File: src/rtl/core/fsmr_pkg.sv
// Shared constants, types and helpers for the flow steering map rebuild block.
package fsmr_pkg;

  localparam int MAX_THREADS = 64;
  localparam int IDX_W       = $clog2(MAX_THREADS);
  localparam int CNT_W       = $clog2(MAX_THREADS + 1);
  localparam int TC_W        = 7;
  localparam int FIELD_W     = 6;
  localparam int QDEPTH      = 2;
  localparam int QPTR_W      = $clog2(QDEPTH);
  localparam int QCNT_W      = $clog2(QDEPTH + 1);

  // configuration register indexes
  localparam logic CFG_STEER_EN  = 1'b0;
  localparam logic CFG_THREAD_CNT = 1'b1;

  // event codes
  localparam logic CMD_WAKE = 1'b0;
  localparam logic CMD_PARK = 1'b1;

  // one rebuild job: covered awake bits and the slot count
  typedef struct packed {
    logic [MAX_THREADS-1:0] bits;
    logic [CNT_W-1:0]       n;
  } job_t;

  typedef struct packed {
    logic empty;
    logic full;
  } qstat_t;

  // lowest set bit; zero when the vector is empty
  function automatic logic [IDX_W-1:0] ffs(input logic [MAX_THREADS-1:0] v);
    logic [IDX_W-1:0] r;
    r = '0;
    for (int j = MAX_THREADS - 1; j >= 0; j--) begin
      if (v[j]) r = IDX_W'(j);
    end
    return r;
  endfunction

endpackage

File: src/rtl/core/flow_steering_map_rebuild.sv
// Top level: round-robin flow steering map rebuild.
// A rebuild event is queued, loaded, prepared, then its first entry is registered.
// The walker gives one entry per cycle; it takes a new job only when idle.
// The two-entry job queue sets busy: busy rises when two rebuilds are pending.
// Synchronous active-low reset: steering off, thread count 64, all threads parked.
// Results appear for one cycle on out_valid; the receiver cannot stall them.
module flow_steering_map_rebuild (
  input  logic       clk,
  input  logic       rst_n,
  input  logic       start,
  output logic       busy,
  input  logic       in_cmd,
  input  logic [5:0] in_thread_index,
  input  logic       in_voluntary,
  input  logic       cfg_valid,
  output logic       cfg_ready,
  input  logic       cfg_index,
  input  logic [6:0] cfg_data,
  output logic       out_valid,
  output logic [5:0] out_entry_index,
  output logic [5:0] out_target_thread,
  output logic       out_last
);
  import fsmr_pkg::*;

  job_t   push_job;
  job_t   head;
  qstat_t stat;
  logic   push;
  logic   pop;
  logic   accept;

  assign busy      = stat.full;
  assign accept    = start && !busy;
  assign cfg_ready = 1'b1;

  fsmr_front u_front (
    .clk             (clk),
    .rst_n           (rst_n),
    .cfg_valid       (cfg_valid),
    .cfg_index       (cfg_index),
    .cfg_data        (cfg_data),
    .accept          (accept),
    .in_cmd          (in_cmd),
    .in_thread_index (in_thread_index),
    .in_voluntary    (in_voluntary),
    .push            (push),
    .job             (push_job)
  );

  fsmr_queue u_queue (
    .clk    (clk),
    .rst_n  (rst_n),
    .push   (push),
    .wr_job (push_job),
    .pop    (pop),
    .head   (head),
    .stat   (stat)
  );

  fsmr_back u_back (
    .clk               (clk),
    .rst_n             (rst_n),
    .head              (head),
    .stat              (stat),
    .pop               (pop),
    .out_valid         (out_valid),
    .out_entry_index   (out_entry_index),
    .out_target_thread (out_target_thread),
    .out_last          (out_last)
  );

endmodule

File: src/rtl/core/fsmr_front.sv
// Front end: config registers, awake bitmap, event classification and job push.
module fsmr_front (
  input  logic                 clk,
  input  logic                 rst_n,
  input  logic                 cfg_valid,
  input  logic                 cfg_index,
  input  logic [6:0]           cfg_data,
  input  logic                 accept,
  input  logic                 in_cmd,
  input  logic [5:0]           in_thread_index,
  input  logic                 in_voluntary,
  output logic                 push,
  output fsmr_pkg::job_t       job
);
  import fsmr_pkg::*;

  logic                   steer_en_r;
  logic [TC_W-1:0]        thread_count_r;
  logic [MAX_THREADS-1:0] awake_r;
  logic [MAX_THREADS-1:0] awake_nxt;
  logic [MAX_THREADS-1:0] covered;
  logic [CNT_W-1:0]       n_sat;
  logic                   take;

  assign take = accept && steer_en_r &&
                (TC_W'(in_thread_index) < TC_W'(MAX_THREADS));

  always_comb begin
    awake_nxt = awake_r;
    if (take) begin
      awake_nxt[in_thread_index[IDX_W-1:0]] = (in_cmd == CMD_WAKE);
    end
  end

  assign n_sat = (thread_count_r > TC_W'(MAX_THREADS)) ? CNT_W'(MAX_THREADS)
                                                      : CNT_W'(thread_count_r);

  always_comb begin
    for (int j = 0; j < MAX_THREADS; j++) begin
      covered[j] = (CNT_W'(j) < n_sat);
    end
  end

  // wake and voluntary park rebuild; involuntary park only clears the bit
  assign push     = take && ((in_cmd == CMD_WAKE) || in_voluntary);
  assign job.bits = awake_nxt & covered;
  assign job.n    = n_sat;

  always_ff @(posedge clk) begin
    if (!rst_n) begin
      steer_en_r     <= 1'b0;
      thread_count_r <= TC_W'(MAX_THREADS);
      awake_r        <= '0;
    end else begin
      awake_r <= awake_nxt;
      if (cfg_valid) begin
        unique case (cfg_index)
          CFG_STEER_EN:   steer_en_r     <= cfg_data[0];
          CFG_THREAD_CNT: thread_count_r <= cfg_data;
          default:        ;
        endcase
      end
    end
  end

endmodule

File: src/rtl/core/fsmr_queue.sv
// Short job queue between the front end and the map walker.
module fsmr_queue (
  input  logic            clk,
  input  logic            rst_n,
  input  logic            push,
  input  fsmr_pkg::job_t  wr_job,
  input  logic            pop,
  output fsmr_pkg::job_t  head,
  output fsmr_pkg::qstat_t stat
);
  import fsmr_pkg::*;

  job_t              q_mem [QDEPTH];
  logic [QPTR_W-1:0] wr_ptr_r;
  logic [QPTR_W-1:0] rd_ptr_r;
  logic [QCNT_W-1:0] count_r;

  assign stat.empty = (count_r == '0);
  assign stat.full  = (count_r == QCNT_W'(QDEPTH));
  assign head       = q_mem[rd_ptr_r];

  always_ff @(posedge clk) begin
    if (push) q_mem[wr_ptr_r] <= wr_job;
  end

  always_ff @(posedge clk) begin
    if (!rst_n) begin
      wr_ptr_r <= '0;
      rd_ptr_r <= '0;
      count_r  <= '0;
    end else begin
      if (push) wr_ptr_r <= (wr_ptr_r == QPTR_W'(QDEPTH - 1)) ? '0 : wr_ptr_r + 1'b1;
      if (pop)  rd_ptr_r <= (rd_ptr_r == QPTR_W'(QDEPTH - 1)) ? '0 : rd_ptr_r + 1'b1;
      count_r <= count_r + QCNT_W'(push) - QCNT_W'(pop);
    end
  end

endmodule

File: src/rtl/core/fsmr_back.sv
// Map walker: one entry per covered slot; parked slots go round-robin to awake threads.
module fsmr_back (
  input  logic             clk,
  input  logic             rst_n,
  input  fsmr_pkg::job_t   head,
  input  fsmr_pkg::qstat_t stat,
  output logic             pop,
  output logic             out_valid,
  output logic [5:0]       out_entry_index,
  output logic [5:0]       out_target_thread,
  output logic             out_last
);
  import fsmr_pkg::*;

  typedef enum logic [1:0] {ST_IDLE, ST_PREP, ST_WALK} state_t;

  state_t                 state_r;
  logic [MAX_THREADS-1:0] bits_r;
  logic [CNT_W-1:0]       n_r;
  logic [IDX_W-1:0]       slot_r;
  logic [IDX_W-1:0]       rr_r;
  logic                   valid_r;
  logic [5:0]             entry_r;
  logic [5:0]             target_r;
  logic                   last_r;

  logic [MAX_THREADS-1:0] above;
  logic [IDX_W-1:0]       rr_nxt;
  logic                   is_last;
  logic                   slot_awake;

  assign pop = (state_r == ST_IDLE) && !stat.empty;

  // next awake thread after rr, wrapping to the lowest
  always_comb begin
    for (int j = 0; j < MAX_THREADS; j++) begin
      above[j] = bits_r[j] && (IDX_W'(j) > rr_r);
    end
    rr_nxt = (|above) ? ffs(above) : ffs(bits_r);
  end

  assign is_last    = ((CNT_W'(slot_r) + 1'b1) == n_r);
  assign slot_awake = bits_r[slot_r];

  always_ff @(posedge clk) begin
    if (!rst_n) begin
      state_r <= ST_IDLE;
      valid_r <= 1'b0;
    end else begin
      valid_r <= 1'b0;
      unique case (state_r)
        ST_IDLE: begin
          if (!stat.empty) begin
            bits_r  <= head.bits;
            n_r     <= head.n;
            state_r <= ST_PREP;
          end
        end
        ST_PREP: begin
          rr_r   <= ffs(bits_r);
          slot_r <= '0;
          state_r <= (bits_r == '0) ? ST_IDLE : ST_WALK;
        end
        ST_WALK: begin
          valid_r  <= 1'b1;
          entry_r  <= 6'(slot_r);
          target_r <= slot_awake ? 6'(slot_r) : 6'(rr_r);
          last_r   <= is_last;
          if (!slot_awake) rr_r <= rr_nxt;
          slot_r <= slot_r + 1'b1;
          if (is_last) state_r <= ST_IDLE;
        end
        default: state_r <= ST_IDLE;
      endcase
    end
  end

  assign out_valid         = valid_r;
  assign out_entry_index   = entry_r;
  assign out_target_thread = target_r;
  assign out_last          = last_r;

`ifndef SYNTH
  a_target_awake: assert property (@(posedge clk) disable iff (!rst_n)
    valid_r |-> bits_r[target_r[IDX_W-1:0]])
    else $error("steering target is not an awake thread");

  a_entries_in_order: assert property (@(posedge clk) disable iff (!rst_n)
    valid_r && !last_r |=> valid_r && (entry_r == $past(entry_r) + 6'd1))
    else $error("map entries not consecutive");

  a_last_ends_map: assert property (@(posedge clk) disable iff (!rst_n)
    valid_r && last_r |=> !valid_r)
    else $error("entry emitted after final map entry");
`endif

endmodule
File: config.mk
export PLATFORM = sky130hd
export DESIGN_NAME = flow_steering_map_rebuild
export DESIGN_NICKNAME = d
export VERILOG_FILES = /design/src/rtl/core/fsmr_pkg.sv /design/src/rtl/core/flow_steering_map_rebuild.sv /design/src/rtl/core/fsmr_front.sv /design/src/rtl/core/fsmr_queue.sv /design/src/rtl/core/fsmr_back.sv
export SDC_FILE = /design/constraint.sdc
export NUM_CORES = 1
export LEC_CHECK = 0
export BUFFER_PORTS_ARGS = -buffer_cell sky130_fd_sc_hd__buf_2
export CAP_MARGIN = 15
export CORE_MARGIN = 3
export CORE_UTILIZATION = 40
export CTS_CLUSTER_DIAMETER = 120
export DETAILED_ROUTE_END_ITERATION = 7
export HOLD_SLACK_MARGIN = 0.08
export PLACE_DENSITY = 0.53
export SLEW_MARGIN = 10
export SYNTH_ARGS = -nofsm -noshare
export SYNTH_HDL_FRONTEND = slang
export SYNTH_HIERARCHICAL = 1
export SYNTH_SLANG_ARGS = --single-unit
export TNS_END_PERCENT = 50
File: constraint.sdc
create_clock -name clk -period 13.2 [get_ports clk]
set_input_delay 1.98 -clock clk [delete_from_list [all_inputs] [get_ports clk]]
set_output_delay 1.98 -clock clk [all_outputs]
set_load 0.02 [all_outputs]
# == Word-level counts from Yosys, hierarchy flattened ==
# Memory sizes are Yosys's and may differ from the RTL's. A register that Yosys moved wholly into a read port is not among the register bits.
# Index checks and enable logic that the tools add are counted.
# word_totals
ram_bits,142
inputBits,20
wordCells,396
reg_bits,104
out_inout_bits,16
memories,1
latchBits,0
rom_bits,0
# op_classes
n_div,0
n_lt_le_gt_ge,132
add_sub_neg,6
bitwise_logic,4
reduce_logical,84
multipliers,0
eq_ne,7
shift,0
mux,149
# memory_table
memory,words,word_bits,read_ports,rd_clocked_by_memory_dff,wr,line_no,text
u_queue.q_mem,2,71,1,1,1,fsmr_queue.sv:13,job_t q_mem [QDEPTH];
# ops
cell,count
6-bit two-way mux,131
"6-bit by 7-bit < comparator with 1-bit output, first input constant",32
"6-bit > comparator, first input constant",32
"5-bit by 7-bit < comparator with 1-bit output, first input constant",16
"5-bit by 6-bit > comparator with 1-bit output, first input constant",16
1-bit logical AND,69
64-bit AND,1
64-bit bitwise mux,1
64-bit logical NOT,1
64-bit two-way mux,1
64-bit OR reduction,1
"4-bit by 7-bit < comparator with 1-bit output, first input constant",8
"4-bit by 6-bit > comparator with 1-bit output, first input constant",8
"3-bit by 7-bit < comparator with 1-bit output, first input constant",4
"3-bit by 6-bit > comparator with 1-bit output, first input constant",4
6-bit one-hot mux with 2 select lines,2
"1-bit by 7-bit < comparator with 1-bit output, first input constant",2
"2-bit by 7-bit < comparator with 1-bit output, first input constant",2
"6-bit by 7-bit < comparator with 1-bit output, second input constant",2
"1-bit by 6-bit > comparator with 1-bit output, first input constant",2
"2-bit by 6-bit > comparator with 1-bit output, first input constant",2
2-bit AND reduction,5
"6-bit by 1-bit adder with 7-bit output, second input constant",1
7-bit equality test,1
other kinds (22),38

# == Longest topological paths before layout ==
# Gate-level depths: netlist of run 1.
# depth
depth_word,69
mapped_depth,11
depth_no_buf,9

# == Cells and area by module ==
# The synthesis of run 1 kept the hierarchy.
# by_module_without_submodules
module,area_each_um2,seq_area_each_um2,n_inst,cells_each
fsmr_back,6794.0,2942.8,1,701
fsmr_queue,5703.0,4364.2,1,242
fsmr_front,4061.4,1441.4,1,508
flow_steering_map_rebuild,25.0,0.0,1,3

# == Least setup slack after synthesis of run 1 ==
# OpenSTA, ideal clock, no wires.
# synth_path
path_type,input-to-reg
from,input in_cmd
to,"memory u_queue/q_mem[0][0] in the netlist's numbering, enable pin"
setup_time_ns,0.510
path_stages,5
path_buffers,2
slack_ns,6.714
required_ns,12.690
arrival_time_ns,5.976
path_cell_list,clkbuf_1 > inv_2 > buf_1 > o211a_1 > nor2b_1
# synth_via
elab_chain_cells,5
# synth_lines
item,line_no,text
from (decl),flow_steering_map_rebuild.sv:12,"input logic in_cmd,"
1-bit NOT,fsmr_front.sv:45,assign push = take && ((in_cmd == CMD_WAKE) || in_voluntary);
1-bit logical OR,fsmr_front.sv:45,
1-bit logical AND,fsmr_front.sv:45,
named net push,flow_steering_map_rebuild.sv:29,logic push;
1-bit two-way mux,fsmr_queue.sv:23,if (push) q_mem[wr_ptr_r] <= wr_job;
1-bit two-way mux (not written as such),fsmr_queue.sv:23,
to (decl),fsmr_queue.sv:13,
# The timed path passes the listed nets, and every way through them passes these cells.

# == Worst setup path in the final report of run 1 ==
# layout_path
from,input in_cmd
to,"memory u_queue/q_mem[0][70] in the netlist's numbering, enable pin"
# Same word-level chain as after synthesis.

==> results of run 1 <==
==> how the worst max path moves through the flow <==
| stage | startpoint | end | slack (ps) | cells past startpoint |
|---|---|---|---|---|
| floorplan | in_cmd | u_queue/q_mem[0][0] | 6710 | 5 |
| global placement | in_cmd | u_queue/q_mem[0][54] | 8640 | 5 |
| CTS | in_cmd | u_queue/q_mem[0][70] | 9180 | 5 |
| detailed placement | in_cmd | u_queue/q_mem[0][70] | 8650 | 5 |
| global route | in_cmd | u_queue/q_mem[0][70] | 9040 | 5 |
| finish | in_cmd | u_queue/q_mem[0][70] | 9180 | 5 |
==> layout by cell type, fill, tap and decap left out, drive strengths merged, types with 10 or more instances in the layout <==
cell / Yosys / layout
a211oi: 11 / 11
a21oi: 109 / 109
nand4: 11 / 11
buf: 47 / 56
inv: 35 / 36
o22ai: 12 / 12
or3: 26 / 26
nor3: 14 / 14
clkinv: 2 / 10
o211ai: 16 / 16
nor2: 115 / 115
a21o: 10 / 10
dfxtp: 80 / 80
a21boi: 36 / 36
o21ai: 99 / 99
and2: 28 / 28
a31oi: 13 / 13
mux2i: 55 / 55
nand4b: 10 / 10
a221oi: 12 / 12
nand3: 41 / 41
edfxtp: 238 / 238
nand2b: 18 / 18
nand2: 74 / 74
mux2: 74 / 74
o31ai: 17 / 17
clkbuf: 45 / 49
nor2b: 55 / 55
nor4: 22 / 22
==> worst max-delay path, stage by stage <==
cell and delay (ps):
buf_2 260, inv_2 570, o211a_1 340, nor2b_4 150, buf_4 740
==> cell families (layout without fill, tap and decap cells) <==
logic type / after synthesis / after routing / share of synthesized area
adder cells (fa/ha/maj): 6 / 6 / 0.00453
AO/OA/AOI/OAI: 399 / 399 / 0.158
AND/OR/NAND/NOR: 452 / 452 / 0.149
flip-flops: 318 / 318 / 0.528
buffers and inverters: 129 / 156 / 0.0425
multiplexers: 137 / 137 / 0.110
XOR/XNOR: 12 / 12 / 0.00807
other: 1 / 1 / 0.000226
==> power by group through the flow <==
stage | logic [W] | registers (W) | clock network (W)
final | 0.000708 | 0.00130 | 0.000956
after global routing | 0.000772 | 0.00131 | 0.00102
after CTS | 0.000710 | 0.00130 | 0.000984
after detailed placement | 0.000707 | 0.00132 | 0
after global placement | 0.000706 | 0.00132 | 0
after floorplan | 0.000614 | 0.00125 | 0
==> per-layer routing <==
metal,track usage,up-vias,share of wire
met5,0,-,0
met4,0.0739,0,0.035
met3,0.0235,96,0.051
met2,0.298,370,0.44
met1,0.297,5698,0.47
li1,-,5527,-
==> flip-flops by register name (all words and copies together), names as in the netlist, named ones only <==
signal	cells
u_back/bits_r	64
u_back/n_r	7
u_back/out_entry_index	6
u_back/out_last	1
u_back/out_target_thread	6
u_back/out_valid	1
u_back/rr_r	6
u_back/slot_r	6
u_back/state_r	2
u_front/awake_r	64
u_front/steer_en_r	1
u_front/thread_count_r	7
u_queue/count_r	2
u_queue/q_mem	142
u_queue/rd_ptr_r	1
u_queue/wr_ptr_r	1
==> layout make-up <==
class	count	area (um2)
inverters	37	139
repair buffers	56	333
multi-input cells	1007	7140
fillers	3787	22200
clock inverters	14	158
flip-flops and latches	318	8750
well taps	525	657
clock buffers	49	970
==> stage by stage <==
step                      instance area, um2  power [W]   util
after floorplan                        16600    0.00186      -
after detailed placement               17000    0.00202  0.422
after global routing                   18100    0.00310  0.450
after CTS                              18100    0.00299  0.450
final                                  18100    0.00296  0.450
after global placement                 17000    0.00202  0.421
==> summary.txt, run 1 <==
Critical path
  • Crit path required time: 13,330 ps
  • FF-to-FF Start: u_back/slot_r[1]
  • R2r setup slk: 9750 ps
  • CP Launch Type: input port
  • RR Endpoint: u_back/rr_r[1]
  • Reg2Reg Depth: 7
  • Critical Path Sink Type: flop
  • Critical Path Fanout Max: slightly above 70
  • WS Path Type: input port to flop
  • Worst Path Arrival: roughly 4200 ps

Synth
  • Yosys warnings: 6
  • Netlist cell types: around 100
  • Ys async rst share: 0
  • Synthesized instance count: 1,454
  • Synth top area share: 0.431
  • Syn nets: 1,480
  • Post-synth EDFFs: about 240
  • Mapped cell area: between 15,000 and 20,000 um2
  • Flops & latches, synth: around 320
  • Synth area leaders: edfxtp_1 (43%), dfxtp_1 (9.7%), mux2_4 (6.3%)
  • Synth Flop Type: edfxtp_1
  • Post-synth top cells: edfxtp_1 (238), nor2_1 (115), a21oi_1 (109)
  • Avg Cell Area, Syn: 11.4 um2
  • Count leader, synth: edfxtp_1
  • Register area share after synthesis: 0.528
  • Area leader, netlist: edfxtp_1

Clocking
  • Clock H-tree levels: 2
  • Skew-Pair Late Insertion Delay: between 500 and 600 ps
  • Reg clk slew, reported paths: about 60 ps
  • Clock root buffer: clkbuf_16
  • CTS tree: done
  • CTS sink cnt: between 300 and 400
  • Post-CTS Setup Inserts: 0
  • Total CTS buffers: 35
  • Hold-fix buffers at CTS: 0
  • Clock buffer depth: 3
  • Post_cts resized: 0

STA
  • PnR worst setup slack: 9180 ps
  • Fin. Hold Viols: 0
  • Actual slew at the worst max-slew pin: ~1000 ps
  • Final Max Slew Viols: 0
  • Highest clock rate: between 200 and 250 MHz
  • Hold slack final: ~470 ps
  • Max_slew headroom: 0.322
  • Final setup viols: 0
  • Setup TNS: 0 ps
  • Final min period: 4020 ps
  • Final Cycle Share: 0.305
  • RSZ-0062 raised after global routing: false
  • Clock skew: 31.1 ps

Routing
  • Post-DR vias/cell: about 5.8
  • Drt drc: 0
  • Vias: around 12,000
  • DR iter-0 viols: around 1,300
  • Average wire per standard cell: between 20 and 25 um
  • DR pass1 iterations: 7
  • ANT nets after route: 0
  • Total Wirelength: roughly 45,000 um

Global route
  • Pin count of the biggest net entering global routing: 84
  • First-pass GRT wire length: 68,000 um
  • Initial antenna violation count: 0
  • Gr usage total: 0.199
  • Vias in the first global route: ~11,000
  • Global route total overflow: 0

Finish
  • NumNets Final: ~1,500
  • ANT cells: 0
  • Area Growth Syn to Fin: 9.44%
  • Share of post-route cells with drive strength above 1: 0.146
  • Layout Cells excl Fill: about 2,000

Power and ir drop
  • Clk pwr share: 0.323
  • Leakage dissipation: approximately 6.3 nW
  • Flop pwr share: 0.438
  • Pwr Density: between 150 and 200 nW/um2
  • Worst VDD drop: roughly 0.083 mV
  • Pint: 0.00205 W
  • Switching Share: 0.310
  • Sw Pwr: 0.000917 W
  • Logic pwr share: 0.239

Hold path
  • Hold path start: u_front/thread_count_r[6]
  • HP Class: flop to flop
  • WHS Path Cells: 2
  • Hold endpoint: u_front/thread_count_r[6]

Die
  • Die Ht: approximately 210 um
  • # IOs: 36
  • # rows: 73
  • Total die area: roughly 44,000 um2
  • Initial Utilization: 0.411
  • Core ar.: 40,400 um2
  • Die W: between 200 and 250 um

Placement
  • Dpl ws: approximately 8600 ps
  • GPL Wtd Cong: 0.917
  • HPWL Detailed: between 30,000 and 40,000 um
  • # port buffers: 34
  • Placed insts: roughly 2,000

Run
  • # Max-Cap Violations: 0

Status
  • Status: finished, final reports clean
No activity file was read; power rests on OpenSTA's default activity.
==> run 2: changes to the inputs <==
- clock period: 13.2 -> 4 ns (I/O delays scaled with it)
==> run 2 against run 1 <==
Effect of this change:
- clock skew shrank 5.3 ps
- critical path depth grew 3
- core utilization is 0.60 points higher
- sequential power rose to 3.3 times the previous value
==> summary.txt, run 2 (synthesized netlist as in run 1, its figures left out) <==
Global route
  • Pin count of the biggest net entering global routing: 78 (-7.1%)
  • Met3 Track Usage GR: 0.0341 (+0.0106)
  • Vias in the first global route: 11,600 (+4.3%)
  • Initial antenna violation count: 0 (unchanged)
  • Met1 Resource Use GR: 0.291 (-0.00594)
  • GRT met2 Usage: 0.342 (+0.0445)
  • First-pass GRT wire length: 72,000 um (+5.9%)
  • Global route total overflow: 0 (unchanged)
  • GRT busiest layer: met2
  • Gr usage total: 0.213 (+0.0141)

Clocking
  • CTS sink cnt: 318 (unchanged)
  • Total CTS buffers: 36 (+2.9%)
  • Hold-fix buffers at CTS: 0 (unchanged)
  • Post-CTS Setup Inserts: 0 (unchanged)
  • Reg clk slew, reported paths: 60 ps (about the same)
  • Clock H-tree levels: 2 (unchanged)
  • Clock root buffer: clkbuf_16
  • CTS tree: done
  • Post_cts resized: 0 (unchanged)
  • Clock buffer depth: 3 (unchanged)
  • Skew-Pair Late Insertion Delay: 540 ps (about the same)

Finish
  • Commonest non-fill, non-tap cell in the layout: edfxtp_1
  • NumNets Final: 1,500 (+1.3%)
  • Layout Cells excl Fill: 2,027 (+1.0%)
  • ANT cells: 0 (unchanged)
  • Largest register by flop count: u_queue/q_mem
  • Share of post-route cells with drive strength above 1: 0.162 (+0.0159)
  • Largest register FFs: 142 (unchanged)
  • Final instance area: 18,400 um2 (+1.3%)
  • Most frequent cells in the layout: edfxtp_1 (238), nor2_1 (115), a21oi_1 (109), o21ai_0 (90), dfxtp_1 (79)
  • Area Growth Syn to Fin: 10.9%
  • Biggest regs: u_queue/q_mem x142, u_back/bits_r x64, u_front/awake_r x64

Placement
  • HPWL Detailed: 34,500 um (+9.6%)
  • GPL Wtd Cong: 0.948 (+3.3%)
  • # port buffers: 34 (unchanged)
  • Placed Area: 17,200 um2 (+1.3%)
  • Placed insts: 1,961 (+0.93%)

Run
  • # Max-Cap Violations: 0 (unchanged)

STA
  • Highest clock rate: 304 MHz
  • Max_slew headroom: 0.220 (-0.103)
  • RSZ-0062 raised after global routing: false
  • Setup TNS: 0 ps (unchanged)
  • Final min period: approximately 3300 ps
  • Actual slew at the worst max-slew pin: 1160 ps (+152 ps)
  • Final setup viols: 0 (unchanged)
  • Final Cycle Share: 0.821
  • Final Max Slew Viols: 0 (unchanged)
  • Clock skew: 25.8 ps (-5.31 ps)
  • Fin. Hold Viols: 0 (unchanged)

Critical path
  • Worst Setup SP: u_back/rr_r[3]
  • CP Launch Type: flop
  • Critical Path Fanout Max: 24 (-67%)
  • Worst Path Arrival: 3570 ps (-580 ps)
  • FF-to-FF Start: u_back/rr_r[3]
  • Crit path required time: 4290 ps (-9040 ps)
  • CP endpoint: u_back/rr_r[1]
  • Reg2Reg Depth: 8 (+1)
  • R2r setup slk: 720 ps (-9030 ps)
  • WS Path Type: flop to flop
  • RR Endpoint: u_back/rr_r[1]
  • Critical Path Sink Type: flop

Routing
  • DR pass1 iterations: 5 (-2)
  • ANT nets after route: 0 (unchanged)
  • Total Wirelength: 47,100 um (+5.5%)
  • Drt drc: 0 (unchanged)
  • DR iter-0 viols: 1,021 (-20%)
  • Vias: 11,700 (+0.50%)
  • Average wire per standard cell: 23.2 um (+4.4%)
  • Post-DR vias/cell: 5.80 (-0.55%)

Power and ir drop
  • Worst VDD drop: 0.293 mV (+250%)
  • Leakage dissipation: 6.41 nW (+2.2%)
  • Pwr Density: 542 nW/um2 (+230%)

Die
  • # rows: 73 (unchanged)
  • Core ar.: 40,400 um2 (unchanged)
  • Initial Utilization: 0.411 (unchanged)
  • Die W: 210 um (unchanged)
  • # IOs: 36 (unchanged)
  • Die Ht: 210 um (unchanged)
  • Total die area: 43,900 um2 (unchanged)

Hold path
  • HP Class: input port to flop

Status
  • Status: finished, final reports clean
==> run 2: final cells by class <==
type	count	area [um2]
clock inverters	17	154
clock buffers	49	992
flip-flops and latches	318	8750
multi-input cells	1007	7140
fillers	3790	22000
inverters	37	139
well taps	525	657
repair buffers	74	558
==> run 2: worst min path at each step <==
stage	startpoint	endpoint	slack (ps)	cells after the start
after floorplan	u_back/slot_r[2]	u_back/out_entry_index[2]	430	0
after detailed placement	u_front/awake_r[47]	u_front/awake_r[47]	490	2
after global placement	u_front/awake_r[62]	u_front/awake_r[62]	480	2
final	cfg_data[6]	u_front/thread_count_r[6]	310	3
after CTS	cfg_data[6]	u_front/thread_count_r[6]	260	3
after global routing	cfg_data[6]	u_front/thread_count_r[6]	290	3
==> run 2: per-stage QoR <==
stage,hold WS (ps),utilization,total power (W),worst slack (ps)
after detailed placement,489,0.427,0.00682,791
after global routing,294,0.456,0.0104,467
after CTS,264,0.456,0.0101,772
after floorplan,428,-,0.00615,271
final,308,0.456,0.00996,716
after global placement,481,0.427,0.00683,792
==> run 2: power by group <==
part	switching [W]	internal (W)
logic	0.00140	0.00102
registers	0.000466	0.00388
clock network	0.00131	0.00189
total	0.00317	0.00679
==> run 2: critical path, cell delays in order, from the launching register on <==
cell	delay, ps
edfxtp_1	950
nand3_1	380
o211ai_1	370
o211ai_1	250
nor4_2	290
and4_1	330
a31oi_4	180
o2111ai_1	170
nand3_1	100
==> run 2: routing by layer <==
metal	wire length (um)	vias to the layer above
li1	-	5571
met1	21400	5720
met2	21800	366
met3	2260	92
met4	1670	0
met5	0	-
==> run 3: changes to the inputs <==
- PLACE_DENSITY: 0.53 -> 0.55
- clock period: 4 -> 2.64 ns (I/O delays scaled with it)
==> run 3 against run 2 <==
Effect of this change:
- the flow now finishes with violations (setup timing)
- cell count rose by 8.6%
- critical path depth increased by 2
- non-clock buffer count increased by 174
- sequential power rose by 46%
- count of clock-buffer cells in the layout is 3 lower
- register-to-register slack lost 770 ps
- hold slack got worse by 190 ps
- via count is 6.1% higher
- critical endpoint is now u_back/rr_r[0]
- largest cell class unchanged
- largest power group unchanged
- highest routed layer unchanged
==> summary.txt, run 3 (synthesized netlist as in run 1, its figures left out) <==
Clocking
  • Clock root buffer: clkbuf_16
  • Total CTS buffers: 36 (unchanged)
  • Clock buffer depth: 3 (unchanged)
  • Skew-Pair Late Insertion Delay: 560 ps (+20 ps)
  • CTS sink cnt: 318 (unchanged)
  • CTS tree: done
  • Reg clk slew, reported paths: 70 ps (about the same)
  • Clock H-tree levels: 2 (unchanged)

Critical path
  • Crit path required time: 2930 ps (-1360 ps)
  • R2r setup slk: -50 ps (-770 ps)
  • Critical Path Fanout Max: 26 (+8.3%)
  • CP Launch Type: flop
  • Critical Path Sink Type: flop
  • Worst Path Arrival: 2980 ps (-590 ps)
  • FF-to-FF Start: u_back/rr_r[3]
  • RR Endpoint: u_back/rr_r[0]
  • WS Path Type: flop to flop
  • Reg2Reg Depth: 10 (+2)

Status
  • Failing checks: setup timing
  • Status: complete, but fails checks

Power and ir drop
  • Flop pwr share: 0.393 (-0.043)
  • Logic pwr share: 0.302 (+0.059)
  • Pwr Density: 809 nW/um2 (+49%)
  • Worst VDD drop: 0.530 mV (+81%)
  • Sw Pwr: 0.00512 W (+61%)
  • Pint: 0.0110 W (+62%)
  • Switching Share: 0.317 (-0.000973)
  • Leakage dissipation: 7.29 nW (+14%)
  • Tot Pwr: 0.0161 W (+62%)
  • Clk pwr share: 0.305 (-0.016)

Routing
  • Vias: 12,500 (+6.1%)
  • Total Wirelength: 48,400 um (+2.9%)
  • Average wire per standard cell: 22.0 um (-5.3%)
  • Drt drc: 0 (unchanged)
  • ANT nets after route: 0 (unchanged)
  • Post-DR vias/cell: 5.66 (-2.3%)
  • DR iter-0 viols: 1,155 (+13%)
  • DR pass1 iterations: 5 (unchanged)

STA
  • PnR worst setup slack: -49.7 ps (-766 ps)
  • Max_slew headroom: 0.581 (+0.362)
  • Actual slew at the worst max-slew pin: 626 ps (-533 ps)
  • Final min period: 2690 ps (-594 ps)
  • Clock skew: 30.3 ps (+4.54 ps)
  • Final Max Slew Viols: 0 (unchanged)
  • Final setup viols: 4 (+4)
  • Final Cycle Share: 1.02 (+0.198)
  • Highest clock rate: 372 MHz (+22%)
  • Hold slack final: 119 ps (-189 ps)
  • Fin. Hold Viols: 0 (unchanged)
  • Setup TNS: -89.9 ps (-89.9 ps)
  • RSZ-0062 raised after global routing: true

Hold path
  • Hold path start: cfg_data[6]
  • Hold endpoint: u_front/thread_count_r[6]
  • WHS Path Cells: 3 (unchanged)
  • HP Class: input port to flop

Global route
  • Gr usage total: 0.217 (+0.00395)
  • Pin count of the biggest net entering global routing: 78 (unchanged)
  • First-pass GRT wire length: 74,000 um (+2.8%)
  • Initial antenna violation count: 0 (unchanged)
  • Vias in the first global route: 12,100 (+4.3%)
  • Global route total overflow: 0 (unchanged)

Placement
  • Placed insts: 2,119 (+8.1%)
  • # port buffers: 34 (unchanged)
  • HPWL Detailed: 35,800 um (+3.9%)
  • GPL Wtd Cong: 0.914 (-3.5%)
  • Dpl ws: -166 ps (-957 ps)

Die
  • Die W: 210 um (unchanged)
  • Core ar.: 40,400 um2 (unchanged)
  • # IOs: 36 (unchanged)
  • Total die area: 43,900 um2 (unchanged)
  • Die Ht: 210 um (unchanged)
  • Initial Utilization: 0.411 (unchanged)
  • # rows: 73 (unchanged)

Finish
  • ANT cells: 0 (unchanged)
  • Area Growth Syn to Fin: 20.3%
  • Biggest regs: u_queue/q_mem x142, u_back/bits_r x64, u_front/awake_r x64
  • NumNets Final: 1,674 (+12%)
  • Register area: 8750 um2 (unchanged)
  • Layout Cells excl Fill: 2,201 (+8.6%)
  • Largest register by flop count: u_queue/q_mem
  • Commonest non-fill, non-tap cell in the layout: edfxtp_1
  • Most frequent cells in the layout: edfxtp_1 (238), buf_4 (195), nor2_1 (114), a21oi_1 (105), o21ai_0 (88)
  • Largest register FFs: 142 (unchanged)
  • Multi-input gate area: 7270 um2 (+1.8%)
  • Filler cells: 3,693 (-2.6%)
  • Share of post-route cells with drive strength above 1: 0.259 (+0.0972)

Run
  • # Max-Cap Violations: 0 (unchanged)
run 3: per-layer routing:
layer	vias to the layer above	track usage	routed length, um
li1	5922	-	-
met1	6048	0.310	22200
met2	386	0.337	22000
met3	104	0.0288	2390
met4	0	0.0824	1840
met5	-	0	0
run 3: worst max-delay path by stage:
stage | slack (ps) | end | from | cells past startpoint
after detailed placement | -170 | u_back/rr_r[1] | u_back/rr_r[2] | 10
after CTS | -10 | u_back/rr_r[0] | u_back/rr_r[3] | 10
after global placement | -210 | u_back/rr_r[1] | u_back/rr_r[2] | 10
final | -50 | u_back/rr_r[0] | u_back/rr_r[3] | 10
after global routing | -160 | u_back/rr_r[0] | u_back/rr_r[1] | 10
after floorplan | -270 | u_back/bits_r[0] | u_back/state_r[0] | 4
run 3: area by class of cell:
| type | count | share of cell area |
|---|---|---|
| clock buffer | 46 | 0.0471 |
| inverter | 37 | 0.00696 |
| timing repair buffer | 248 | 0.0981 |
| multi-input combinational | 1007 | 0.364 |
| tap | 525 | 0.0329 |
| sequential | 318 | 0.439 |
| clock inverter | 20 | 0.0117 |
run 3: worst max-delay path: stages (launching register included):
cell and delay (ps):
edfxtp_1 370, buf_12 200, buf_4 170, inv_1 100, a21o_1 210, a221o_1 290, o2111a_1 150, a21o_1 200
a32o_2 300, a2111oi_4 300, o22ai_1 120
run 3: power by group through the flow:
stage | registers [W] | clock network (W) | logic (W)
floorplan | 0.00625 | 0 | 0.00307
global route | 0.00638 | 0.00528 | 0.00522
global placement | 0.00643 | 0 | 0.00460
finish | 0.00634 | 0.00491 | 0.00487
detailed placement | 0.00643 | 0 | 0.00460
CTS | 0.00633 | 0.00507 | 0.00473
run 3: repair_timing:
item,CTS,global route
pin swaps,4,5
cloned,0,2
setup endpoints to repair,13,13
gates resized for setup,22,18
hold buffers,1,0
setup buffers,8,5
hold endpoints to repair,1,0
run 3: metrics by stage:
step | util | instance area, um2
floorplan | - | 16600
global placement | 0.457 | 18500
detailed placement | 0.457 | 18500
CTS | 0.490 | 19800
global route | 0.494 | 19900
finish | 0.494 | 19900
